--- config.mk ---
export PLATFORM = sky130hd
export DESIGN_NAME = pgw_ctrl
export DESIGN_NICKNAME = d
export VERILOG_FILES = /design/src/hdl/pgw_pkg.sv /design/src/hdl/pgw_ctrl.sv
export SDC_FILE = /design/constraint.sdc
export NUM_CORES = 1
export LEC_CHECK = 0
export ABC_AREA = 1
export BUFFER_PORTS_ARGS = -buffer_cell sky130_fd_sc_hd__buf_4
export CORE_ASPECT_RATIO = 0.75
export CORE_MARGIN = 4
export CORE_UTILIZATION = 45
export CTS_CLUSTER_SIZE = 8
export DETAILED_ROUTE_END_ITERATION = 6
export GPL_TIMING_DRIVEN = 0
export HOLD_SLACK_MARGIN = 0.03
export MAX_ROUTING_LAYER = met4
export PLACE_DENSITY = 0.65
export SLEW_MARGIN = 15
export SYNTH_ARGS = -nofsm -noshare
export SYNTH_HDL_FRONTEND = slang
export SYNTH_SLANG_ARGS = --single-unit
export TNS_END_PERCENT = 100
--- constraint.sdc ---
create_clock -name clk_i -period 2 [get_ports clk_i]
set_clock_uncertainty 0.15 [all_clocks]
set_input_delay 0.4 -clock clk_i [delete_from_list [all_inputs] [get_ports clk_i]]
set_output_delay 0.4 -clock clk_i [all_outputs]
set_load 0.03 [all_outputs]
--- src/hdl/pgw_pkg.sv ---
`timescale 1ns / 1ps
package pgw_pkg;

  localparam int unsigned NUM_AXES = 6;

  typedef enum logic [2:0] {
    OP_WRITE = 3'd0,
    OP_ACCUM = 3'd1,
    OP_FUSE  = 3'd2,
    OP_NORM  = 3'd3,
    OP_FILL  = 3'd4,
    OP_DRAW  = 3'd5,
    OP_READ  = 3'd6,
    OP_NONE  = 3'd7
  } op_e;

  localparam logic [1:0] ST_OK    = 2'd0;
  localparam logic [1:0] ST_RANGE = 2'd1;
  localparam logic [1:0] ST_ZERO  = 2'd2;
  localparam logic [1:0] ST_SIZE  = 2'd3;

  localparam logic [2:0] CFG_SIZE_X     = 3'd0;
  localparam logic [2:0] CFG_SIZE_Y     = 3'd1;
  localparam logic [2:0] CFG_SIZE_Z     = 3'd2;
  localparam logic [2:0] CFG_SIZE_YAW   = 3'd3;
  localparam logic [2:0] CFG_SIZE_PITCH = 3'd4;
  localparam logic [2:0] CFG_SIZE_ROLL  = 3'd5;

  typedef enum logic [4:0] {
    CMD_IDLE,
    CMD_LOAD,
    CMD_DIM,
    CMD_CLR_SUM,
    CMD_CLR_I,
    CMD_CELL_RD,
    CMD_CELL_MUL,
    CMD_CELL_UPD,
    CMD_SCAN_RD,
    CMD_SUM_ACC,
    CMD_DIV_INIT_CELL,
    CMD_DIV_INIT_FILL,
    CMD_DIV_STEP,
    CMD_WR_Q,
    CMD_MUL_LO,
    CMD_MUL_HI,
    CMD_DRAW_ACC,
    CMD_RESULT
  } cmd_e;

  typedef enum logic [2:0] {
    RES_OK,
    RES_RANGE,
    RES_ZERO,
    RES_SIZE,
    RES_CELL,
    RES_DRAW
  } res_e;

  typedef struct packed {
    cmd_e act;
    res_e res;
  } cmd_t;

  typedef struct packed {
    op_e  op;
    logic size_bad;
    logic range_bad;
    logic dim_last;
    logic div_last;
    logic cell_last;
    logic sum_zero;
    logic hit;
  } sts_t;

endpackage

--- src/hdl/pgw_ctrl.sv ---
`timescale 1ns / 1ps
module pgw_ctrl (
  input  logic          clk_i,
  input  logic          rst_ni,
  input  logic          start,
  input  logic [2:0]    op_i,
  input  pgw_pkg::sts_t sts_i,
  output pgw_pkg::cmd_t cmd_o,
  output logic          busy
);

  typedef enum logic [19:0] {
    S_IDLE  = 20'h00001,
    S_DIM   = 20'h00002,
    S_CHECK = 20'h00004,
    S_CRD   = 20'h00008,
    S_CMUL  = 20'h00010,
    S_CUPD  = 20'h00020,
    S_SRD   = 20'h00040,
    S_SACC  = 20'h00080,
    S_SCHK  = 20'h00100,
    S_NRD   = 20'h00200,
    S_NINIT = 20'h00400,
    S_DIV   = 20'h00800,
    S_NWR   = 20'h01000,
    S_FINIT = 20'h02000,
    S_FWR   = 20'h04000,
    S_MLO   = 20'h08000,
    S_MHI   = 20'h10000,
    S_PRD   = 20'h20000,
    S_PACC  = 20'h40000,
    S_RES   = 20'h80000
  } state_e;

  state_e        state_q, state_d;
  pgw_pkg::res_e res_q, res_d;

  always_comb begin
    state_d   = state_q;
    res_d     = res_q;
    cmd_o.act = pgw_pkg::CMD_IDLE;
    cmd_o.res = res_q;
    unique case (state_q)
      S_IDLE: begin
        if (start) begin
          cmd_o.act = pgw_pkg::CMD_LOAD;
          if (op_i == pgw_pkg::OP_NONE) begin
            res_d   = pgw_pkg::RES_OK;
            state_d = S_RES;
          end else begin
            state_d = S_DIM;
          end
        end
      end
      S_DIM: begin
        cmd_o.act = pgw_pkg::CMD_DIM;
        if (sts_i.dim_last) state_d = S_CHECK;
      end
      S_CHECK: begin
        cmd_o.act = pgw_pkg::CMD_CLR_SUM;
        if (sts_i.size_bad) begin
          res_d   = pgw_pkg::RES_SIZE;
          state_d = S_RES;
        end else begin
          case (sts_i.op) inside
            pgw_pkg::OP_WRITE, pgw_pkg::OP_ACCUM, pgw_pkg::OP_FUSE, pgw_pkg::OP_READ: begin
              if (sts_i.range_bad) begin
                res_d   = pgw_pkg::RES_RANGE;
                state_d = S_RES;
              end else begin
                state_d = S_CRD;
              end
            end
            pgw_pkg::OP_NORM, pgw_pkg::OP_DRAW: state_d = S_SRD;
            pgw_pkg::OP_FILL: state_d = S_FINIT;
            default: begin
              res_d   = pgw_pkg::RES_OK;
              state_d = S_RES;
            end
          endcase
        end
      end
      S_CRD: begin
        cmd_o.act = pgw_pkg::CMD_CELL_RD;
        state_d   = (sts_i.op == pgw_pkg::OP_FUSE) ? S_CMUL : S_CUPD;
      end
      S_CMUL: begin
        cmd_o.act = pgw_pkg::CMD_CELL_MUL;
        state_d   = S_CUPD;
      end
      S_CUPD: begin
        cmd_o.act = pgw_pkg::CMD_CELL_UPD;
        res_d     = pgw_pkg::RES_CELL;
        state_d   = S_RES;
      end
      S_SRD: begin
        cmd_o.act = pgw_pkg::CMD_SCAN_RD;
        state_d   = S_SACC;
      end
      S_SACC: begin
        cmd_o.act = pgw_pkg::CMD_SUM_ACC;
        state_d   = sts_i.cell_last ? S_SCHK : S_SRD;
      end
      S_SCHK: begin
        cmd_o.act = pgw_pkg::CMD_CLR_I;
        if (sts_i.sum_zero) begin
          res_d   = pgw_pkg::RES_ZERO;
          state_d = S_RES;
        end else begin
          state_d = (sts_i.op == pgw_pkg::OP_NORM) ? S_NRD : S_MLO;
        end
      end
      S_NRD: begin
        cmd_o.act = pgw_pkg::CMD_SCAN_RD;
        state_d   = S_NINIT;
      end
      S_NINIT: begin
        cmd_o.act = pgw_pkg::CMD_DIV_INIT_CELL;
        state_d   = S_DIV;
      end
      S_DIV: begin
        cmd_o.act = pgw_pkg::CMD_DIV_STEP;
        if (sts_i.div_last) state_d = (sts_i.op == pgw_pkg::OP_NORM) ? S_NWR : S_FWR;
      end
      S_NWR: begin
        cmd_o.act = pgw_pkg::CMD_WR_Q;
        if (sts_i.cell_last) begin
          res_d   = pgw_pkg::RES_OK;
          state_d = S_RES;
        end else begin
          state_d = S_NRD;
        end
      end
      S_FINIT: begin
        cmd_o.act = pgw_pkg::CMD_DIV_INIT_FILL;
        state_d   = S_DIV;
      end
      S_FWR: begin
        // one quotient serves every cell
        cmd_o.act = pgw_pkg::CMD_WR_Q;
        if (sts_i.cell_last) begin
          res_d   = pgw_pkg::RES_OK;
          state_d = S_RES;
        end
      end
      S_MLO: begin
        cmd_o.act = pgw_pkg::CMD_MUL_LO;
        state_d   = S_MHI;
      end
      S_MHI: begin
        cmd_o.act = pgw_pkg::CMD_MUL_HI;
        state_d   = S_PRD;
      end
      S_PRD: begin
        cmd_o.act = pgw_pkg::CMD_SCAN_RD;
        state_d   = S_PACC;
      end
      S_PACC: begin
        cmd_o.act = pgw_pkg::CMD_DRAW_ACC;
        if (sts_i.hit || sts_i.cell_last) begin
          res_d   = pgw_pkg::RES_DRAW;
          state_d = S_RES;
        end else begin
          state_d = S_PRD;
        end
      end
      S_RES: begin
        cmd_o.act = pgw_pkg::CMD_RESULT;
        state_d   = S_IDLE;
      end
      default: state_d = S_IDLE;
    endcase
  end

  always_ff @(posedge clk_i or negedge rst_ni) begin
    if (!rst_ni) begin
      state_q <= S_IDLE;
      res_q   <= pgw_pkg::RES_OK;
    end else begin
      state_q <= state_d;
      res_q   <= res_d;
    end
  end

  assign busy = (state_q != S_IDLE);

endmodule

==> results of run 1 <==
[routing by layer]
metal	vias to the layer above	GRT usage, %	share of wire [%]	wire, um
li1	861	-	-	-
met1	820	30.1	45	2180
met2	63	34.0	46	2190
met3	8	4.01	7.4	353
met4	0	5.24	1.6	76
met5	-	-	0	0
[worst max-delay path, stage by stage, from the launching register on]
cell and delay [ns]:
dfstp_2 0.56, nor2_4 0.06, nand2_4 0.12, nor2_4 0.05, and2_4 0.17, nand2_4 0.08
nand2_4 0.07, nor3b_2 0.21, nand4_1 0.17, buf_6 0.17
[synth_stat cells (5+ instances only)]
cell     number
nand2_1      46
inv_1        34
nor2_1       28
dfrtp_1      22
nand3_1      19
nand4_1      13
nor3_1       12
nor2_2        7
o21ai_0       6
nand2_4       5
nand3_2       5
nor2_4        5
[stage by stage]
stage	util (%)	TNS, ns
global placement	56.9	-0.872
global route	69.3	-2.63
CTS	66.3	-1.82
finish	69.3	-2.03
floorplan	-	-0.211
detailed placement	56.9	-0.854
[timing repair]
action                                  CTS  global route
endpoints found under the setup margin    6            11
setup buffers                            21             6
hold buffers                              1             0
pin swaps                                23            18
resized for setup                        22            15
hold endpoints to repair                 22             0
gates cloned                              1             0
[layout make-up]
class / instances / area share [%]
inverters: 36 / 5.66
plain buffers: 1 / 0.629
flip-flops and latches: 23 / 24.2
multi-input cells: 169 / 46.4
well taps: 50 / 2.62
repair buffers: 52 / 18.6
clock buffers: 4 / 1.89
[state kept, by name, summed over array words and instances (netlist names)]
register and cells:
res_q 3, state_q 20
[worst paths after layout]
check	from	slack [ns]	end	cells past startpoint
setup reg to reg	state_q[17]	0.07	res_q[0]	10
min in group asynchronous	rst_ni	0.41	state_q[6]	2
hold reg to reg	res_q[1]	0.33	res_q[1]	2
setup / recovery	state_q[0]	-0.47	cmd_o[5]	9
max in group asynchronous	rst_ni	1.01	state_q[0]	2
hold / removal	sts_i[6]	0.16	state_q[13]	2
[logic make-up after synthesis]
| group | count (synthesis) | share of synthesized area, % |
|---|---|---|
| compound gates | 10 | 3.42 |
| buf+inv | 37 | 8.70 |
| simple gates | 158 | 53.6 |
| flops | 23 | 34.3 |
[where the power goes]
part	total [mW]	internal, mW	switching (mW)
registers	0.558	0.520	0.0389
clock network	0.300	0.142	0.158
logic	1.13	0.478	0.654
total	1.99	1.14	0.851
==> results.ini, run 1 <==
[synth]
yosysWarningCount=0
synthCells=228
ys_seq_area_share_pct=34.3
synth_cell_types=30
async_reset_ff_share_pct=100
synth-seq-cells=23
synth_top_flop_cell=dfrtp_1
synth-edff-count=0
synth_top_area_share_pct=32.7
synth.top_cells.by_area=dfrtp_1 33%, nand2_1 10%, inv_1 7.6%, nor2_1 6.2%, nand3_1 5.7%
post-synth-top-area-cell=dfrtp_1
syn_area_per_cell_sq_um=7.38
synth_area_sq_um=1680
syn_nets=244

[pwr]
ir_drop_v=0.000517
leakagePower_nw=1.29
p_per_area_nw_per_um2=834
power_mw=1.99

[sta]
fin_ws_ns=-0.475
max_freq_ghz=0.404
hold_ws_ns=0.156
drv_slew=0
post-route-period-util_pct=124
finalSetupViolCount=6
hold_viol=0
slew_headroom_pct=77.3
rsz0062_at_grt=yes
final.min_clock_period_ns=2.47
worstMarginPinSlew_ns=0.338

[floorplan]
core_area_sq_um=3450
die_height_um=61.0
start_util_pct=48.8
fp.dieW_um=78.6
ios=25
rows=18
die_area_sq_um=4790

[setup_path]
cp_data_required_time_ns=1.45
worstPathMaxFanout=3
end_kind=output port
critical_path_class=register to output port
startpoint_type=register
critPathArrivalTime_ns=1.92

[final_layout]
drive_gt1_share_pct=38.6
fin_nets=302
insertedDiodeCount=0
fin_area_sq_um=2390
register_area_sq_um=578
multi_input_area_sq_um=1110
final_cells=335
final_cell_mix=41 x nand2_1, 40 x buf_4, 33 x inv_1
fill_cells=285
final_common_cell=nand2_1
synthToLayoutAreaGrowth_pct=41.9

[routing]
postRouteWirelength_mm=4.80
drc=0
vias=1752
ant_nets=0
via_per_inst=5.23
drtIter0Drc=95
first_pass_iters=4
drt-wirelength-per-cell_um=14.3

[clock_tree]
cts_root_buf=clkbuf_8
htree_levels=1
clkSinkCount=23
cts_tree=yes
clk_pin_slew_ns=0.09
clock_path_buffers=2
clk_latency_ns=0.27
numCtsBuffers=3

[placement]
io_buffers=24
dpl.hpwl_mm=3.45
placed_cell_area_sq_um=1960
placedCellCount=302
dp_slack_ns=-0.286
place_congestion=0.922

[run_status]
outcome=finished with violations
violations=setup timing

[global_route]
grt_max_degree=24
grt_pass1_vias=1650
grt_usage_pct=22.0
grt.overflow.total=0
antenna_found_initial=0
grt_pass1_wl_mm=7.76

[min_path]
hp-class=input port to register

[flow_run]
maxCapViolations=0

(Power assumes the default switching activity.)
==> run 2, diff against run 1 <==
--- a/config.mk
+++ b/config.mk
@@ -14,7 +14,6 @@
 export DETAILED_ROUTE_END_ITERATION = 6
 export GPL_TIMING_DRIVEN = 0
 export HOLD_SLACK_MARGIN = 0.03
-export MAX_ROUTING_LAYER = met4
 export PLACE_DENSITY = 0.65
 export SLEW_MARGIN = 15
 export SYNTH_ARGS = -nofsm -noshare
==> results.ini, run 2 (synthesized netlist as in run 1, its figures left out) <==
[clock_tree]
cts_tree=yes
cts_root_buf=clkbuf_8
clk_latency_ns=0.27  ; about the same
clk_pin_slew_ns=0.09  ; about the same
htree_levels=1  ; unchanged
clock_path_buffers=2  ; unchanged
clkSinkCount=23  ; unchanged
numCtsBuffers=3  ; unchanged

[routing]
ant_nets=0  ; unchanged
vias=1756  ; +0.23%
via_per_inst=5.24  ; +0.23%
drc=0  ; unchanged
drt-wirelength-per-cell_um=14.3  ; about the same
first_pass_iters=4  ; unchanged
drtIter0Drc=114  ; +20%
postRouteWirelength_mm=4.80  ; about the same

[floorplan]
die_height_um=61.0  ; unchanged
ios=25  ; unchanged
fp.dieW_um=78.6  ; unchanged
die_area_sq_um=4790  ; unchanged
core_area_sq_um=3450  ; unchanged
rows=18  ; unchanged
start_util_pct=48.8  ; unchanged

[final_layout]
largest-register=state_q
synthToLayoutAreaGrowth_pct=41.9  ; unchanged
drive_gt1_share_pct=38.6  ; unchanged
utilization_pct=69.3  ; unchanged
largest_reg_flops=20  ; unchanged
final_common_cell=nand2_1
fin_nets=302  ; unchanged
largestRegisters=state_q (20), res_q (3)
final_cell_mix=41 x nand2_1, 40 x buf_4, 33 x inv_1
insertedDiodeCount=0  ; unchanged

[sta]
finalSetupViolCount=6  ; unchanged
post-route-period-util_pct=125  ; +1.5 points
worstMarginPinSlew_ns=0.337  ; -0.00110 ns
final.min_clock_period_ns=2.50  ; +0.0298 ns
rsz0062_at_grt=yes
tns_ns=-2.09  ; -0.0633 ns
drv_slew=0  ; unchanged
hold_ws_ns=0.155  ; -0.000700 ns
fin_ws_ns=-0.504  ; -0.0298 ns
hold_viol=0  ; unchanged
max_freq_ghz=0.399  ; -1.2%
slew_headroom_pct=77.4  ; about the same

[placement]
io_buffers=24  ; unchanged
place_congestion=0.906  ; -1.7%
dp_slack_ns=-0.286  ; unchanged
dpl.hpwl_mm=3.45  ; unchanged

[setup_path]
cp_data_required_time_ns=1.45  ; about the same
startpoint_type=register
end_kind=output port
reg2reg_slack_ns=0.06  ; about the same
critPathArrivalTime_ns=1.95  ; +0.03 ns
critical_path_class=register to output port
worstPathMaxFanout=3  ; unchanged

[flow_run]
maxCapViolations=0  ; unchanged

[global_route]
antenna_found_initial=0  ; unchanged
grt_pass1_vias=1651  ; +0.061%
grt.overflow.total=0  ; unchanged
grt_usage_pct=21.2  ; -0.74 points
grt_pass1_wl_mm=7.74  ; -0.18%
grt_max_degree=24  ; unchanged

[run_status]
outcome=finished with violations
violations=setup timing

[min_path]
hp-class=input port to register

[pwr]
p_per_area_nw_per_um2=834  ; about the same
leakagePower_nw=1.29  ; unchanged
power_mw=1.99  ; about the same
ir_drop_v=0.000518  ; +0.18%

-- run 2: repair_timing --
item	4_1_cts	5_1_grt
endpoints found under the hold margin	22	0
resized for setup	22	15
pin swaps	23	18
buffers inserted	21	6
setup endpoints to repair	6	11
hold buffers	1	0
cloned	1	0
-- run 2: power by group --
group / leakage, nW / switching (mW) / internal, mW
sequential: 0.314 / 0.0392 / 0.520
combinational: 0.955 / 0.656 / 0.478
clock: 0.0228 / 0.157 / 0.142
total: 1.29 / 0.851 / 1.14
-- run 2: path summary, 6_finish.rpt --
path	from	end	cells after the start
setup / recovery	state_q[0]	cmd_o[5]	9
hold / removal	sts_i[6]	state_q[13]	2
setup reg to reg	state_q[17]	res_q[0]	10
hold reg to reg	res_q[1]	res_q[1]	2
max in group asynchronous	rst_ni	state_q[0]	2
min in group asynchronous	rst_ni	state_q[7]	2
-- run 2: worst max-delay path: stages, from the launching register on --
cell	delay (ns)
dfstp_2	0.56
nor2_4	0.06
nand2_4	0.12
nor2_4	0.05
and2_4	0.16
nand2_4	0.08
nand2_4	0.07
nor3b_2	0.23
nand4_1	0.18
buf_6	0.18
-- run 2: routing by layer --
metal	global-route usage, %	part of all wire (%)	vias up
met4	5.24	1.2	0
li1	-	-	860
met5	0	0	-
met3	4.01	6.9	6
met2	34.1	46	66
met1	29.9	46	824
-- run 2: cell type report --
cell class | instances | area [sq um]
multi-input cells | 169 | 1110
well taps | 50 | 62.6
plain buffers | 1 | 15.0
inverters | 36 | 135
repair buffers | 52 | 443
flip-flops and latches | 23 | 578
clock buffers | 4 | 45.0
fillers | 285 | 1060
-- run 2: metrics by stage --
| stage | instance area (sq um) | instances |
|---|---|---|
| final | 2390 | 335 |
| after global routing | 2390 | 335 |
| after CTS | 2280 | 329 |
| after detailed placement | 1960 | 302 |
| after global placement | 1960 | 302 |
| after floorplan | 1720 | 228 |
==> run 3, diff against run 2 <==
--- a/config.mk
+++ b/config.mk
@@ -14,7 +14,7 @@
 export DETAILED_ROUTE_END_ITERATION = 6
 export GPL_TIMING_DRIVEN = 0
 export HOLD_SLACK_MARGIN = 0.03
-export PLACE_DENSITY = 0.65
+export PLACE_DENSITY = 0.72
 export SLEW_MARGIN = 15
 export SYNTH_ARGS = -nofsm -noshare
 export SYNTH_HDL_FRONTEND = slang
==> results.ini, run 3 (synthesized netlist as in run 1, its figures left out) <==
[run_status]
outcome=finished with violations
violations=setup timing

[sta]
max_freq_ghz=0.408  ; +2.1%
fin_ws_ns=-0.452  ; +0.0523 ns
hold_ws_ns=0.148  ; -0.00698 ns
drv_slew=0  ; unchanged
rsz0062_at_grt=yes
final.min_clock_period_ns=2.45  ; -0.0523 ns
hold_viol=0  ; unchanged
finalSetupViolCount=14  ; +8
worstMarginPinSlew_ns=0.376  ; +0.0393 ns
post-route-period-util_pct=123  ; -2.6 points
slew_headroom_pct=74.7  ; -2.6 points

[final_layout]
final_cell_mix=47 x buf_4, 37 x nand2_1, 32 x inv_1
insertedDiodeCount=0  ; unchanged
fin_area_sq_um=2430  ; +2.0%
final_common_cell=buf_4
largest-register=state_q
final_cells=340  ; +1.5%
fin_nets=307  ; +1.7%
synthToLayoutAreaGrowth_pct=44.7
largest_reg_flops=20  ; unchanged
drive_gt1_share_pct=41.7  ; +3.1 points
largestRegisters=state_q (20), res_q (3)

[setup_path]
crit_start=state_q[0]
critical_path_class=register to output port
end_kind=output port
startpoint_type=register
worstPathMaxFanout=4  ; +1
timing.rr.start=state_q[1]
critPathArrivalTime_ns=1.90  ; -0.05 ns
cp_data_required_time_ns=1.45  ; about the same
reg2reg_slack_ns=-0.12  ; -0.18 ns
r2r-end=state_q[2]
rr_worst_depth=10  ; unchanged

[floorplan]
core_area_sq_um=3450  ; unchanged
start_util_pct=48.8  ; unchanged
die_height_um=61.0  ; unchanged
fp.dieW_um=78.6  ; unchanged
die_area_sq_um=4790  ; unchanged
rows=18  ; unchanged
ios=25  ; unchanged

[placement]
place_congestion=0.954  ; +5.3%
placedCellCount=302  ; unchanged
placed_cell_area_sq_um=1960  ; unchanged
dpl.hpwl_mm=3.51  ; +1.5%
io_buffers=24  ; unchanged

[clock_tree]
clkSinkCount=23  ; unchanged
clk_pin_slew_ns=0.09  ; about the same
clk_latency_ns=0.27  ; about the same
cts_tree=yes
clock_path_buffers=2  ; unchanged
htree_levels=1  ; unchanged
numCtsBuffers=3  ; unchanged
cts_root_buf=clkbuf_8

[min_path]
hp-class=input port to register
min-delay-start=sts_i[6]
min_to=state_q[13]
min_delay_path_depth=2  ; unchanged

[flow_run]
maxCapViolations=0  ; unchanged

[pwr]
power_mw=2.05  ; +2.9%
leakagePower_nw=1.32  ; +1.9%
p_per_area_nw_per_um2=842  ; +0.91%
ir_drop_v=0.000603  ; +16%

[global_route]
grt_max_degree=24  ; unchanged
grt_pass1_vias=1647  ; -0.24%
grt_usage_pct=21.0  ; -0.22 points
antenna_found_initial=0  ; unchanged
grt_pass1_wl_mm=7.77  ; +0.36%
grt.overflow.total=0  ; unchanged

[routing]
drt-wirelength-per-cell_um=14.8  ; +3.3%
drc=0  ; unchanged
drtIter0Drc=160  ; +40%
first_pass_iters=4  ; unchanged
ant_nets=0  ; unchanged
postRouteWirelength_mm=5.03  ; +4.8%
vias=1771  ; +0.85%
via_per_inst=5.21  ; -0.63%

## run 3: worst max path at each step
stage	end	slack, ns	depth (start not counted)
3_5_place_dp	cmd_o[3]	-0.26	9
5_1_grt	cmd_o[6]	-0.53	9
6_report	cmd_o[6]	-0.45	9
3_3_place_gp	cmd_o[3]	-0.28	9
2_1_floorplan	cmd_o[5]	-0.10	8
4_1_cts	cmd_o[4]	-0.42	9
## run 3: cell type report
| class | instances | area (sq um) |
|---|---|---|
| repair buffers | 57 | 482 |
| well taps | 50 | 62.6 |
| plain buffers | 1 | 11.3 |
| fillers | 270 | 1010 |
| flip-flops and latches | 23 | 578 |
| inverters | 36 | 135 |
| clock buffers | 3 | 41.3 |
| multi-input cells | 169 | 1120 |
| clock inverters | 1 | 5.00 |
## run 3: routing by layer
| layer | GRT usage [%] | part of all wire [%] | up-vias |
|---|---|---|---|
| li1 | - | - | 870 |
| met1 | 29.9 | 44 | 812 |
| met2 | 34.7 | 47 | 79 |
| met3 | 3.56 | 8.0 | 10 |
| met4 | 2.99 | 1.3 | 0 |
| met5 | 0 | 0 | - |
## run 3: critical path, stage by stage, from the launching register on
cell	delay [ns]
dfstp_2	0.57
nor2_4	0.05
nand2_4	0.12
buf_12	0.12
nor2_4	0.05
nand3b_1	0.13
nand2_4	0.08
nor3b_4	0.20
nand4_1	0.14
buf_6	0.17
## run 3: stage by stage
step | setup slack (ns) | TNS (ns) | utilization, %
floorplan | -0.101 | -0.211 | -
global placement | -0.279 | -0.858 | 56.9
detailed placement | -0.260 | -0.866 | 56.9
CTS | -0.419 | -1.92 | 63.7
global route | -0.526 | -3.60 | 70.7
finish | -0.452 | -2.28 | 70.7
## run 3: what timing repair did
action	4_1_cts	5_1_grt
pin swaps	12	19
resized for setup	15	24
hold buffers	1	0
gates cloned	1	0
hold endpoints to repair	22	0
endpoints found under the setup margin	6	13
buffers inserted	13	19
## run 3: where the power goes
part,total [mW],internal (mW),switching [mW]
sequential,0.562,0.520,0.0424
clock,0.299,0.139,0.160
combinational,1.19,0.518,0.671
